<file path="config.mk">
export PLATFORM = sky130hd
export DESIGN_NAME = register_mapped_mul_div_unit_flat
export DESIGN_NICKNAME = d
export VERILOG_FILES = /design/src/rtl/rmmdu_pkg.sv /design/src/rtl/rmmdu_if.sv /design/src/rtl/rmmdu_mul.sv /design/src/rtl/rmmdu_div.sv /design/src/rtl/register_mapped_mul_div_unit.sv /design/src/flat_wrapper.sv
export VERILOG_INCLUDE_DIRS = /design/src /design/src/rtl
export SDC_FILE = /design/constraint.sdc
export NUM_CORES = 1
export LEC_CHECK = 0
export BUFFER_PORTS_ARGS = -buffer_cell sky130_fd_sc_hd__buf_2
export CAP_MARGIN = 20
export CORE_ASPECT_RATIO = 0.5
export CORE_MARGIN = 2
export CORE_UTILIZATION = 60
export CTS_CLUSTER_SIZE = 30
export DETAILED_ROUTE_END_ITERATION = 12
export PLACE_DENSITY_LB_ADDON = 0.2
export SYNTH_ARGS = -nofsm -noshare
export SYNTH_HDL_FRONTEND = slang
export SYNTH_SLANG_ARGS = --single-unit
</file>
<file path="constraint.sdc">
create_clock -name clk -period 2.9 [get_ports clk]
set_input_delay 0.58 -clock clk [delete_from_list [all_inputs] [get_ports clk]]
set_output_delay 0.58 -clock clk [all_outputs]
set_load 0.005 [all_outputs]
</file>
<file path="src/rtl/register_mapped_mul_div_unit_defines.svh">
// ----------------------------------------------------------------------------
// register_mapped_mul_div_unit_defines.svh
// assertion macros used by the mul/div unit
// ----------------------------------------------------------------------------
`ifndef REGISTER_MAPPED_MUL_DIV_UNIT_DEFINES_SVH
`define REGISTER_MAPPED_MUL_DIV_UNIT_DEFINES_SVH

`ifndef SYNTHESIS
// condition holds at every edge out of reset
`define RMMDU_ASSERT_ALWAYS(lbl, cond) \
  lbl: assert property (@(posedge clk) disable iff (!rst_n) (cond)) \
    else $error("rmmdu invariant violated");
// antecedent implies consequent in the same cycle
`define RMMDU_ASSERT_IMPL(lbl, ante, cons) \
  lbl: assert property (@(posedge clk) disable iff (!rst_n) (ante) |-> (cons)) \
    else $error("rmmdu implication violated");
// antecedent implies consequent in the next cycle
`define RMMDU_ASSERT_NEXT(lbl, ante, cons) \
  lbl: assert property (@(posedge clk) disable iff (!rst_n) (ante) |=> (cons)) \
    else $error("rmmdu next-cycle check violated");
`else
`define RMMDU_ASSERT_ALWAYS(lbl, cond)
`define RMMDU_ASSERT_IMPL(lbl, ante, cons)
`define RMMDU_ASSERT_NEXT(lbl, ante, cons)
`endif

`endif

</file>
<file path="src/rtl/rmmdu_pkg.sv">
// ----------------------------------------------------------------------------
// rmmdu_pkg
// widths, register addresses and request codes of the mul/div unit
// ----------------------------------------------------------------------------
package rmmdu_pkg;

  localparam int BYTE_W  = 8;
  localparam int WORD_W  = 2 * BYTE_W;
  localparam int ADDR_W  = 3;
  localparam int NUM_OPND = 6;

  localparam int MUL_STEPS = BYTE_W;
  localparam int DIV_STEPS = WORD_W;
  localparam int MUL_CNT_W = $clog2(MUL_STEPS);
  localparam int DIV_CNT_W = $clog2(DIV_STEPS);

  typedef logic [BYTE_W-1:0] byte_t;
  typedef logic [WORD_W-1:0] word_t;
  typedef logic [ADDR_W-1:0] addr_t;

  // request type
  localparam logic REQ_READ  = 1'b0;
  localparam logic REQ_WRITE = 1'b1;

  // register addresses
  localparam addr_t ADDR_0 = 3'd0;  // read: product low
  localparam addr_t ADDR_1 = 3'd1;  // read: product high, write: starts multiply
  localparam addr_t ADDR_2 = 3'd2;  // read: remainder low
  localparam addr_t ADDR_3 = 3'd3;  // read: remainder high
  localparam addr_t ADDR_4 = 3'd4;  // read: quotient low
  localparam addr_t ADDR_5 = 3'd5;  // read: quotient high, write: starts divide

  localparam word_t DIV0_QUO = 16'hFFFF;
  localparam word_t DIV0_REM = 16'h0000;

  // status of an arithmetic unit
  typedef struct packed {
    logic  busy;
    word_t lo_word;
    word_t hi_word;
  } unit_stat_t;

endpackage

</file>
<file path="src/rtl/rmmdu_if.sv">
// ----------------------------------------------------------------------------
// rmmdu_if
// valid/ready request and response channels of the mul/div unit
// ----------------------------------------------------------------------------
interface rmmdu_req_if;
  import rmmdu_pkg::*;

  logic  valid;
  logic  ready;
  logic  req_type;
  addr_t reg_addr;
  byte_t write_byte;

  modport source (output valid, output req_type, output reg_addr, output write_byte,
                  input ready);
  modport sink   (input valid, input req_type, input reg_addr, input write_byte,
                  output ready);
endinterface

interface rmmdu_rsp_if;
  import rmmdu_pkg::*;

  logic  valid;
  logic  ready;
  byte_t read_byte;

  modport source (output valid, output read_byte, input ready);
  modport sink   (input valid, input read_byte, output ready);
endinterface

</file>
<file path="src/rtl/rmmdu_mul.sv">
// ----------------------------------------------------------------------------
// rmmdu_mul
// bit-serial shift-add 8x8 unsigned multiplier, one multiplier bit per cycle
// ----------------------------------------------------------------------------
module rmmdu_mul (
  input  logic                clk,
  input  logic                rst_n,
  input  logic                start,
  input  rmmdu_pkg::byte_t    mcand,
  input  rmmdu_pkg::byte_t    mplier,
  output rmmdu_pkg::unit_stat_t stat
);
  import rmmdu_pkg::*;

  byte_t                mcand_r, mcand_nxt;
  word_t                prod_r, prod_nxt;
  logic [MUL_CNT_W-1:0] cnt_r, cnt_nxt;
  logic                 busy_r, busy_nxt;
  logic [BYTE_W:0]      part_sum;

  // upper half accumulates, lower half holds the remaining multiplier bits
  assign part_sum = {1'b0, prod_r[WORD_W-1:BYTE_W]} +
                    {1'b0, (prod_r[0] ? mcand_r : byte_t'(0))};

  always_comb begin
    mcand_nxt = mcand_r;
    prod_nxt  = prod_r;
    cnt_nxt   = cnt_r;
    busy_nxt  = busy_r;
    if (start) begin
      mcand_nxt = mcand;
      prod_nxt  = {byte_t'(0), mplier};
      cnt_nxt   = '0;
      busy_nxt  = 1'b1;
    end else if (busy_r) begin
      prod_nxt = {part_sum, prod_r[BYTE_W-1:1]};
      cnt_nxt  = cnt_r + 1'b1;
      if (cnt_r == MUL_CNT_W'(MUL_STEPS - 1)) begin
        busy_nxt = 1'b0;
      end
    end
  end

  always_ff @(posedge clk) begin
    if (!rst_n) begin
      prod_r <= '0;
      cnt_r  <= '0;
      busy_r <= 1'b0;
    end else begin
      prod_r <= prod_nxt;
      cnt_r  <= cnt_nxt;
      busy_r <= busy_nxt;
    end
  end

  always_ff @(posedge clk) begin
    mcand_r <= mcand_nxt;
  end

  assign stat.busy    = busy_r;
  assign stat.lo_word = prod_r;
  assign stat.hi_word = '0;

endmodule

</file>
<file path="src/rtl/rmmdu_div.sv">
// ----------------------------------------------------------------------------
// rmmdu_div
// bit-serial restoring 16/16 unsigned divider, one quotient bit per cycle
// ----------------------------------------------------------------------------
module rmmdu_div (
  input  logic                  clk,
  input  logic                  rst_n,
  input  logic                  start,
  input  rmmdu_pkg::word_t      dividend,
  input  rmmdu_pkg::word_t      divisor,
  output rmmdu_pkg::unit_stat_t stat
);
  import rmmdu_pkg::*;

  word_t                quo_r, quo_nxt;
  word_t                rem_r, rem_nxt;
  word_t                dsor_r, dsor_nxt;
  logic [DIV_CNT_W-1:0] cnt_r, cnt_nxt;
  logic                 busy_r, busy_nxt;
  logic [WORD_W:0]      shifted;
  logic [WORD_W+1:0]    trial;

  assign shifted = {rem_r, quo_r[WORD_W-1]};
  assign trial   = {1'b0, shifted} - {2'b00, dsor_r};

  always_comb begin
    quo_nxt  = quo_r;
    rem_nxt  = rem_r;
    dsor_nxt = dsor_r;
    cnt_nxt  = cnt_r;
    busy_nxt = busy_r;
    if (start) begin
      dsor_nxt = divisor;
      cnt_nxt  = '0;
      if (divisor == '0) begin
        // divide by zero settles at once
        quo_nxt  = DIV0_QUO;
        rem_nxt  = DIV0_REM;
        busy_nxt = 1'b0;
      end else begin
        quo_nxt  = dividend;
        rem_nxt  = '0;
        busy_nxt = 1'b1;
      end
    end else if (busy_r) begin
      if (trial[WORD_W+1]) begin
        rem_nxt = shifted[WORD_W-1:0];
        quo_nxt = {quo_r[WORD_W-2:0], 1'b0};
      end else begin
        rem_nxt = trial[WORD_W-1:0];
        quo_nxt = {quo_r[WORD_W-2:0], 1'b1};
      end
      cnt_nxt = cnt_r + 1'b1;
      if (cnt_r == DIV_CNT_W'(DIV_STEPS - 1)) begin
        busy_nxt = 1'b0;
      end
    end
  end

  always_ff @(posedge clk) begin
    if (!rst_n) begin
      quo_r  <= '0;
      rem_r  <= '0;
      cnt_r  <= '0;
      busy_r <= 1'b0;
    end else begin
      quo_r  <= quo_nxt;
      rem_r  <= rem_nxt;
      cnt_r  <= cnt_nxt;
      busy_r <= busy_nxt;
    end
  end

  always_ff @(posedge clk) begin
    dsor_r <= dsor_nxt;
  end

  assign stat.busy    = busy_r;
  assign stat.lo_word = rem_r;
  assign stat.hi_word = quo_r;

endmodule

</file>
<file path="src/rtl/register_mapped_mul_div_unit.sv">
// ----------------------------------------------------------------------------
// register_mapped_mul_div_unit
// byte-addressed multiply/divide unit: six operand bytes, 8x8 product,
// 16/16 quotient and remainder, readable a byte at a time
// response: each accepted request has its response registered in the cycle after acceptance
// throughput: reads and plain writes 1 request/cycle while the sink takes
//   responses; a write to address 1 holds off new requests for the multiplier
//   bit loop, to address 5 for the divider bit loop, unless the divisor is zero
// reset: synchronous active-low rst_n clears operands, results and control
// ----------------------------------------------------------------------------
`include "register_mapped_mul_div_unit_defines.svh"

module register_mapped_mul_div_unit (
  input logic         clk,
  input logic         rst_n,
  rmmdu_req_if.sink   in_req,
  rmmdu_rsp_if.source out_rsp
);
  import rmmdu_pkg::*;

  byte_t      opnd_r   [NUM_OPND];
  byte_t      opnd_nxt [NUM_OPND];
  logic       out_valid_r, out_valid_nxt;
  byte_t      out_byte_r, out_byte_nxt;

  unit_stat_t mul_stat;
  unit_stat_t div_stat;
  logic       units_busy;
  logic       in_fire;
  logic       is_write;
  logic       mul_start;
  logic       div_start;
  byte_t      rd_byte;

  // a request is taken only while no arithmetic loop is running, so a read
  // after a start always sees finished results; the response register frees
  // itself in the same cycle the sink takes the previous response
  assign units_busy   = mul_stat.busy | div_stat.busy;
  assign in_req.ready = !units_busy && (!out_valid_r || out_rsp.ready);
  assign in_fire      = in_req.valid && in_req.ready;
  assign is_write     = (in_req.req_type == REQ_WRITE);

  // starting writes use the incoming byte for the operand being written
  assign mul_start = in_fire && is_write && (in_req.reg_addr == ADDR_1);
  assign div_start = in_fire && is_write && (in_req.reg_addr == ADDR_5);

  rmmdu_mul u_mul (
    .clk    (clk),
    .rst_n  (rst_n),
    .start  (mul_start),
    .mcand  (opnd_r[0]),
    .mplier (in_req.write_byte),
    .stat   (mul_stat)
  );

  rmmdu_div u_div (
    .clk      (clk),
    .rst_n    (rst_n),
    .start    (div_start),
    .dividend ({opnd_r[4], in_req.write_byte}),
    .divisor  ({opnd_r[2], opnd_r[3]}),
    .stat     (div_stat)
  );

  // operand byte file, addresses 6 and 7 are dropped
  always_comb begin
    for (int i = 0; i < NUM_OPND; i++) begin
      opnd_nxt[i] = opnd_r[i];
    end
    if (in_fire && is_write && (in_req.reg_addr < ADDR_W'(NUM_OPND))) begin
      opnd_nxt[in_req.reg_addr] = in_req.write_byte;
    end
  end

  // result byte decoder
  always_comb begin
    unique case (in_req.reg_addr)
      ADDR_0:  rd_byte = mul_stat.lo_word[BYTE_W-1:0];
      ADDR_1:  rd_byte = mul_stat.lo_word[WORD_W-1:BYTE_W];
      ADDR_2:  rd_byte = div_stat.lo_word[BYTE_W-1:0];
      ADDR_3:  rd_byte = div_stat.lo_word[WORD_W-1:BYTE_W];
      ADDR_4:  rd_byte = div_stat.hi_word[BYTE_W-1:0];
      ADDR_5:  rd_byte = div_stat.hi_word[WORD_W-1:BYTE_W];
      default: rd_byte = '0;
    endcase
  end

  // response register: writes answer zero
  always_comb begin
    out_valid_nxt = out_valid_r;
    out_byte_nxt  = out_byte_r;
    if (out_valid_r && out_rsp.ready) begin
      out_valid_nxt = 1'b0;
    end
    if (in_fire) begin
      out_valid_nxt = 1'b1;
      out_byte_nxt  = is_write ? byte_t'(0) : rd_byte;
    end
  end

  always_ff @(posedge clk) begin
    if (!rst_n) begin
      for (int i = 0; i < NUM_OPND; i++) begin
        opnd_r[i] <= '0;
      end
      out_valid_r <= 1'b0;
    end else begin
      for (int i = 0; i < NUM_OPND; i++) begin
        opnd_r[i] <= opnd_nxt[i];
      end
      out_valid_r <= out_valid_nxt;
    end
  end

  always_ff @(posedge clk) begin
    out_byte_r <= out_byte_nxt;
  end

  assign out_rsp.valid     = out_valid_r;
  assign out_rsp.read_byte = out_byte_r;

  // checks
  `RMMDU_ASSERT_ALWAYS(a_one_unit_busy, !(mul_stat.busy && div_stat.busy))
  `RMMDU_ASSERT_IMPL(a_no_take_while_busy, in_fire, !units_busy)
  `RMMDU_ASSERT_NEXT(a_mul_runs, mul_start, mul_stat.busy)
  `RMMDU_ASSERT_NEXT(a_rsp_follows, in_fire, out_valid_r)

endmodule
</file>
<file path="src/flat_wrapper.sv">
// flat-port wrapper written by rule: the top's interface ports become plain ports
module register_mapped_mul_div_unit_flat import rmmdu_pkg::*;
  (clk, rst_n, in_req_valid, in_req_req_type, in_req_reg_addr, in_req_write_byte, in_req_ready, out_rsp_valid, out_rsp_read_byte, out_rsp_ready);
  rmmdu_req_if in_req_i ();
  rmmdu_rsp_if out_rsp_i ();
  input logic clk;
  input logic rst_n;
  input wire logic [$bits(in_req_i.valid)-1:0] in_req_valid;
  input wire logic [$bits(in_req_i.req_type)-1:0] in_req_req_type;
  input wire logic [$bits(in_req_i.reg_addr)-1:0] in_req_reg_addr;
  input wire logic [$bits(in_req_i.write_byte)-1:0] in_req_write_byte;
  output wire logic [$bits(in_req_i.ready)-1:0] in_req_ready;
  output wire logic [$bits(out_rsp_i.valid)-1:0] out_rsp_valid;
  output wire logic [$bits(out_rsp_i.read_byte)-1:0] out_rsp_read_byte;
  input wire logic [$bits(out_rsp_i.ready)-1:0] out_rsp_ready;
  assign in_req_i.valid = in_req_valid;
  assign in_req_i.req_type = in_req_req_type;
  assign in_req_i.reg_addr = in_req_reg_addr;
  assign in_req_i.write_byte = in_req_write_byte;
  assign in_req_ready = in_req_i.ready;
  assign out_rsp_valid = out_rsp_i.valid;
  assign out_rsp_read_byte = out_rsp_i.read_byte;
  assign out_rsp_i.ready = out_rsp_ready;
  register_mapped_mul_div_unit u_core (.clk(clk), .rst_n(rst_n), .in_req(in_req_i), .out_rsp(out_rsp_i));
endmodule
</file>
==> metrics.txt <==
DRC violations left=0; crit path time final=between 2 and 3 ns; Clock Latency Late Sink=just over 0.4 ns; fraction of final layout cells sized beyond drive strength 1=between 10% and 20%; per-cell routed wire length=just under 20 um; DR pass1 iterations=5; post-CTS sizing=0; overall fraction of global-route tracks in use=just under 30%; Yosys cell types=64; achievable frequency=about 380 MHz; global-route wire length before repair=~26,000 um; largest net degree at the start of global routing=between 50 and 60; maximum fanout along the worst path=8; CTS tree=built; cell count after synthesis=around 670; aggregate routed wire length=roughly 16,000 um; Setup crit end kind=flop; endpoint arrival time on the critical path=2.97 ns; tightest hold margin=between 0.4 and 0.5 ns; register bit total from synthesis=between 100 and 150; post-route antenna net violation count=0; critical path's slowest cell=or4b_2; Post-Synth XOR/XNOR Area=under 10%; final max-slew violation count=0; EDFF count, synth=32; number of H-tree branching levels=4; relative slew slack=46.8%; initial core utilization=slightly above 60%; setup slack after layout=between 0.2 and 0.3 ns; startpoint type of the worst setup path=flop; Fin. Hold Viols=0; Floorplan Core Area=roughly 10,000 um^2; number of antenna violations at the first check in global routing=0; Synth Area per Inst=9.60 um^2; number of global-route vias before repair=~4,900; number of buffers and inverters on the critical path=1; number of vias per cell after detailed routing=between 6 and 7; final standard cell count with taps included and fillers excluded=around 850; most used cells in the layout excluding fill and tap cells=nor2_1 (93), dfxtp_1 (89), mux2i_1 (68); HPWL reported at the end of detailed placement=between 10,000 and 15,000 um; cell count after placement=a little over 800; synthesized-area fraction occupied by and/or/nand/nor cells=roughly 15%; First DRT Iteration DRCs=575; die span in y=~77 um; number of warnings issued by yosys=0; clock input transition at the sequential cells of the worst setup and hold paths=~0.060 ns; number of nets in the synthesized netlist=a little over 700; portion of the clock cycle consumed by the worst path in the final layout=90.9%; Remaining Overflow, GRT=0; area fraction in compound gates after synthesis=between 15 and 20%; utilization after layout=between 70% and 80%; Slew @ Worst Pin=0.795 ns; Final setup violation count=0; result of the run=finished, final reports clean; antenna fix cells=0; share of flip-flops with an asynchronous set or reset after synthesis=0%; number of port buffers=25; maximum clock insertion buffer count=2; post-synthesis adder-cell area fraction=5.92%; Synth Cell Area=6380 um^2; mux share of post-synthesis cell area=around 13%; Critical Path Most Common Cell=o21ai_0; detailed-route via count=about 5,200; fillers=roughly 760; CTS sink cnt=122; crit path cell chain=ha_1 -> a21oi_1 -> o21ai_0 -> buf_4 -> or4b_2 -> mux2i_1 -> o21ai_0 -> a31oi_1; number of top-level pins=26; cts-stage hold buffer count=0; Setup TNS=0 ns; required time of the critical path=~3.2 ns; most frequent standard cell in the layout excluding fill and tap cells=nor2_1; unrepaired setup endpoints after global routing=false; Root Driver=clkbuf_16; sequential fraction of the synthesis area=43.3%; delay of the slowest critical-path stage=between 0.6 and 0.7 ns; final cell area excluding filler cells=~7300 um^2; Clock Skew=between 0.007 and 0.008 ns; Die Outline Area=~12,000 um^2; dominant combinational cell family by area after synthesis=compound AO/OA/AOI/OAI gates; Setup Fix Bufs, Post-CTS=0; type of the worst min-delay path=flop to flop; standard cell area after detailed placement=around 6700 um^2; Static Leak=approximately 2.8 nW; DIE WIDTH=around 150 um; placer's final routability congestion estimate=0.918; worst setup timing slack at the placement stage=~0.18 ns; MaxCap Viol Count=0; cell family contributing the most delay on the critical path=compound AO/OA/AOI/OAI gates; Critical Setup Path Class=flop to flop; Layout Nets=~740; power density cells=approximately 560 nW/um^2; overall power of the completed layout=roughly 4 mW; layout overhead on the synthesized area=14.3%; maximum vdd ir drop=approximately 0.00044 V; total CTS buffers=17; standard-cell rows=26; Post-synth top flop=dfxtp_1
cell usage after synthesis (4+ instances only):
cell	number	area, um^2
mux2i_1	68	681
nor4_1	4	25.0
o31ai_1	5	37.5
nand2_1	26	97.6
a21o_1	8	60.1
ha_1	27	338
inv_1	30	113
o21ai_0	21	105
buf_2	4	20.0
and2_1	9	56.3
edfxtp_1	32	961
nand3_1	12	60.1
mux2_2	5	56.3
nand4_1	8	50.1
dfxtp_1	90	1800
xnor2_1	13	114
a22oi_1	10	75.1
o21bai_1	6	45.0
a21oi_1	27	135
a31oi_1	6	37.5
nand2b_1	5	31.3
nor2b_1	7	43.8
nor2_1	93	349
clkbuf_1	27	101
xor2_1	7	61.3
a211oi_1	34	255
nor3_1	20	100
path summary, 6_finish.rpt:
kind	start	end	cells past startpoint	slack [ns]
worst max-delay path	u_core.u_div.rem_r[5]	u_core.u_div.rem_r[11]	8	0.26
worst min-delay path	u_core.opnd_r[0][0]	u_core.u_mul.mcand_r[0]	0	0.43
worst max register to register	u_core.u_div.rem_r[5]	u_core.u_div.rem_r[11]	8	0.26
worst min register to register	u_core.opnd_r[0][0]	u_core.u_mul.mcand_r[0]	0	0.43
sequential cells by signal (all words and copies together), names as in the netlist:
| signal | count |
|---|---|
| u_core.u_div.quo_r | 16 |
| u_core.u_mul.busy_r | 1 |
| u_core.out_rsp.read_byte | 8 |
| u_core.u_mul.prod_r | 16 |
| u_core.opnd_r | 32 |
| u_core.u_div.dsor_r | 16 |
| u_core.u_mul.cnt_r | 3 |
| u_core.out_rsp.valid | 1 |
| u_core.u_mul.mcand_r | 8 |
| u_core.u_div.rem_r | 16 |
| u_core.u_div.busy_r | 1 |
| u_core.u_div.cnt_r | 4 |
power by group:
group	switching [mW]	total [mW]	internal, mW	leakage [nW]
combinational	0.138	0.207	0.0688	1.48
sequential	0.0185	1.79	1.77	0.990
clock	0.764	2.08	1.31	0.294
total	0.921	4.07	3.15	2.77
cells by family after synthesis:
family	after synthesis
XOR/XNOR	20
AND/OR/NAND/NOR	205
AO/OA/AOI/OAI	144
multiplexers	76
adder cells (fa/ha/maj)	29
flip-flops	122
buffers and inverters	69
layout make-up:
type,count,area (um^2),area share (%)
clock buffer,24,546,7.48
clock inverter,8,51.3,0.704
inverter,31,116,1.60
multi-input combinational,474,3340,45.8
sequential,122,2760,37.9
tap,140,175,2.40
timing repair buffer,48,298,4.08
worst reg2reg max path, cell delays in order, from the launching register on:
cell and delay (ns):
dfxtp_1 0.52, ha_1 0.39, a21oi_1 0.22, o21ai_0 0.15, buf_4 0.19, or4b_2 0.64
mux2i_1 0.14, o21ai_0 0.12, a31oi_1 0.19
metal layers:
metal  vias up  track usage [%]  wire (um)
met4         0             10.1        273
li1       2487                -          -
met2       225             44.7       7250
met5         -                0          0
met3        26             6.96       1400
met1      2501             42.0       7390
(Power assumes the default switching activity.)
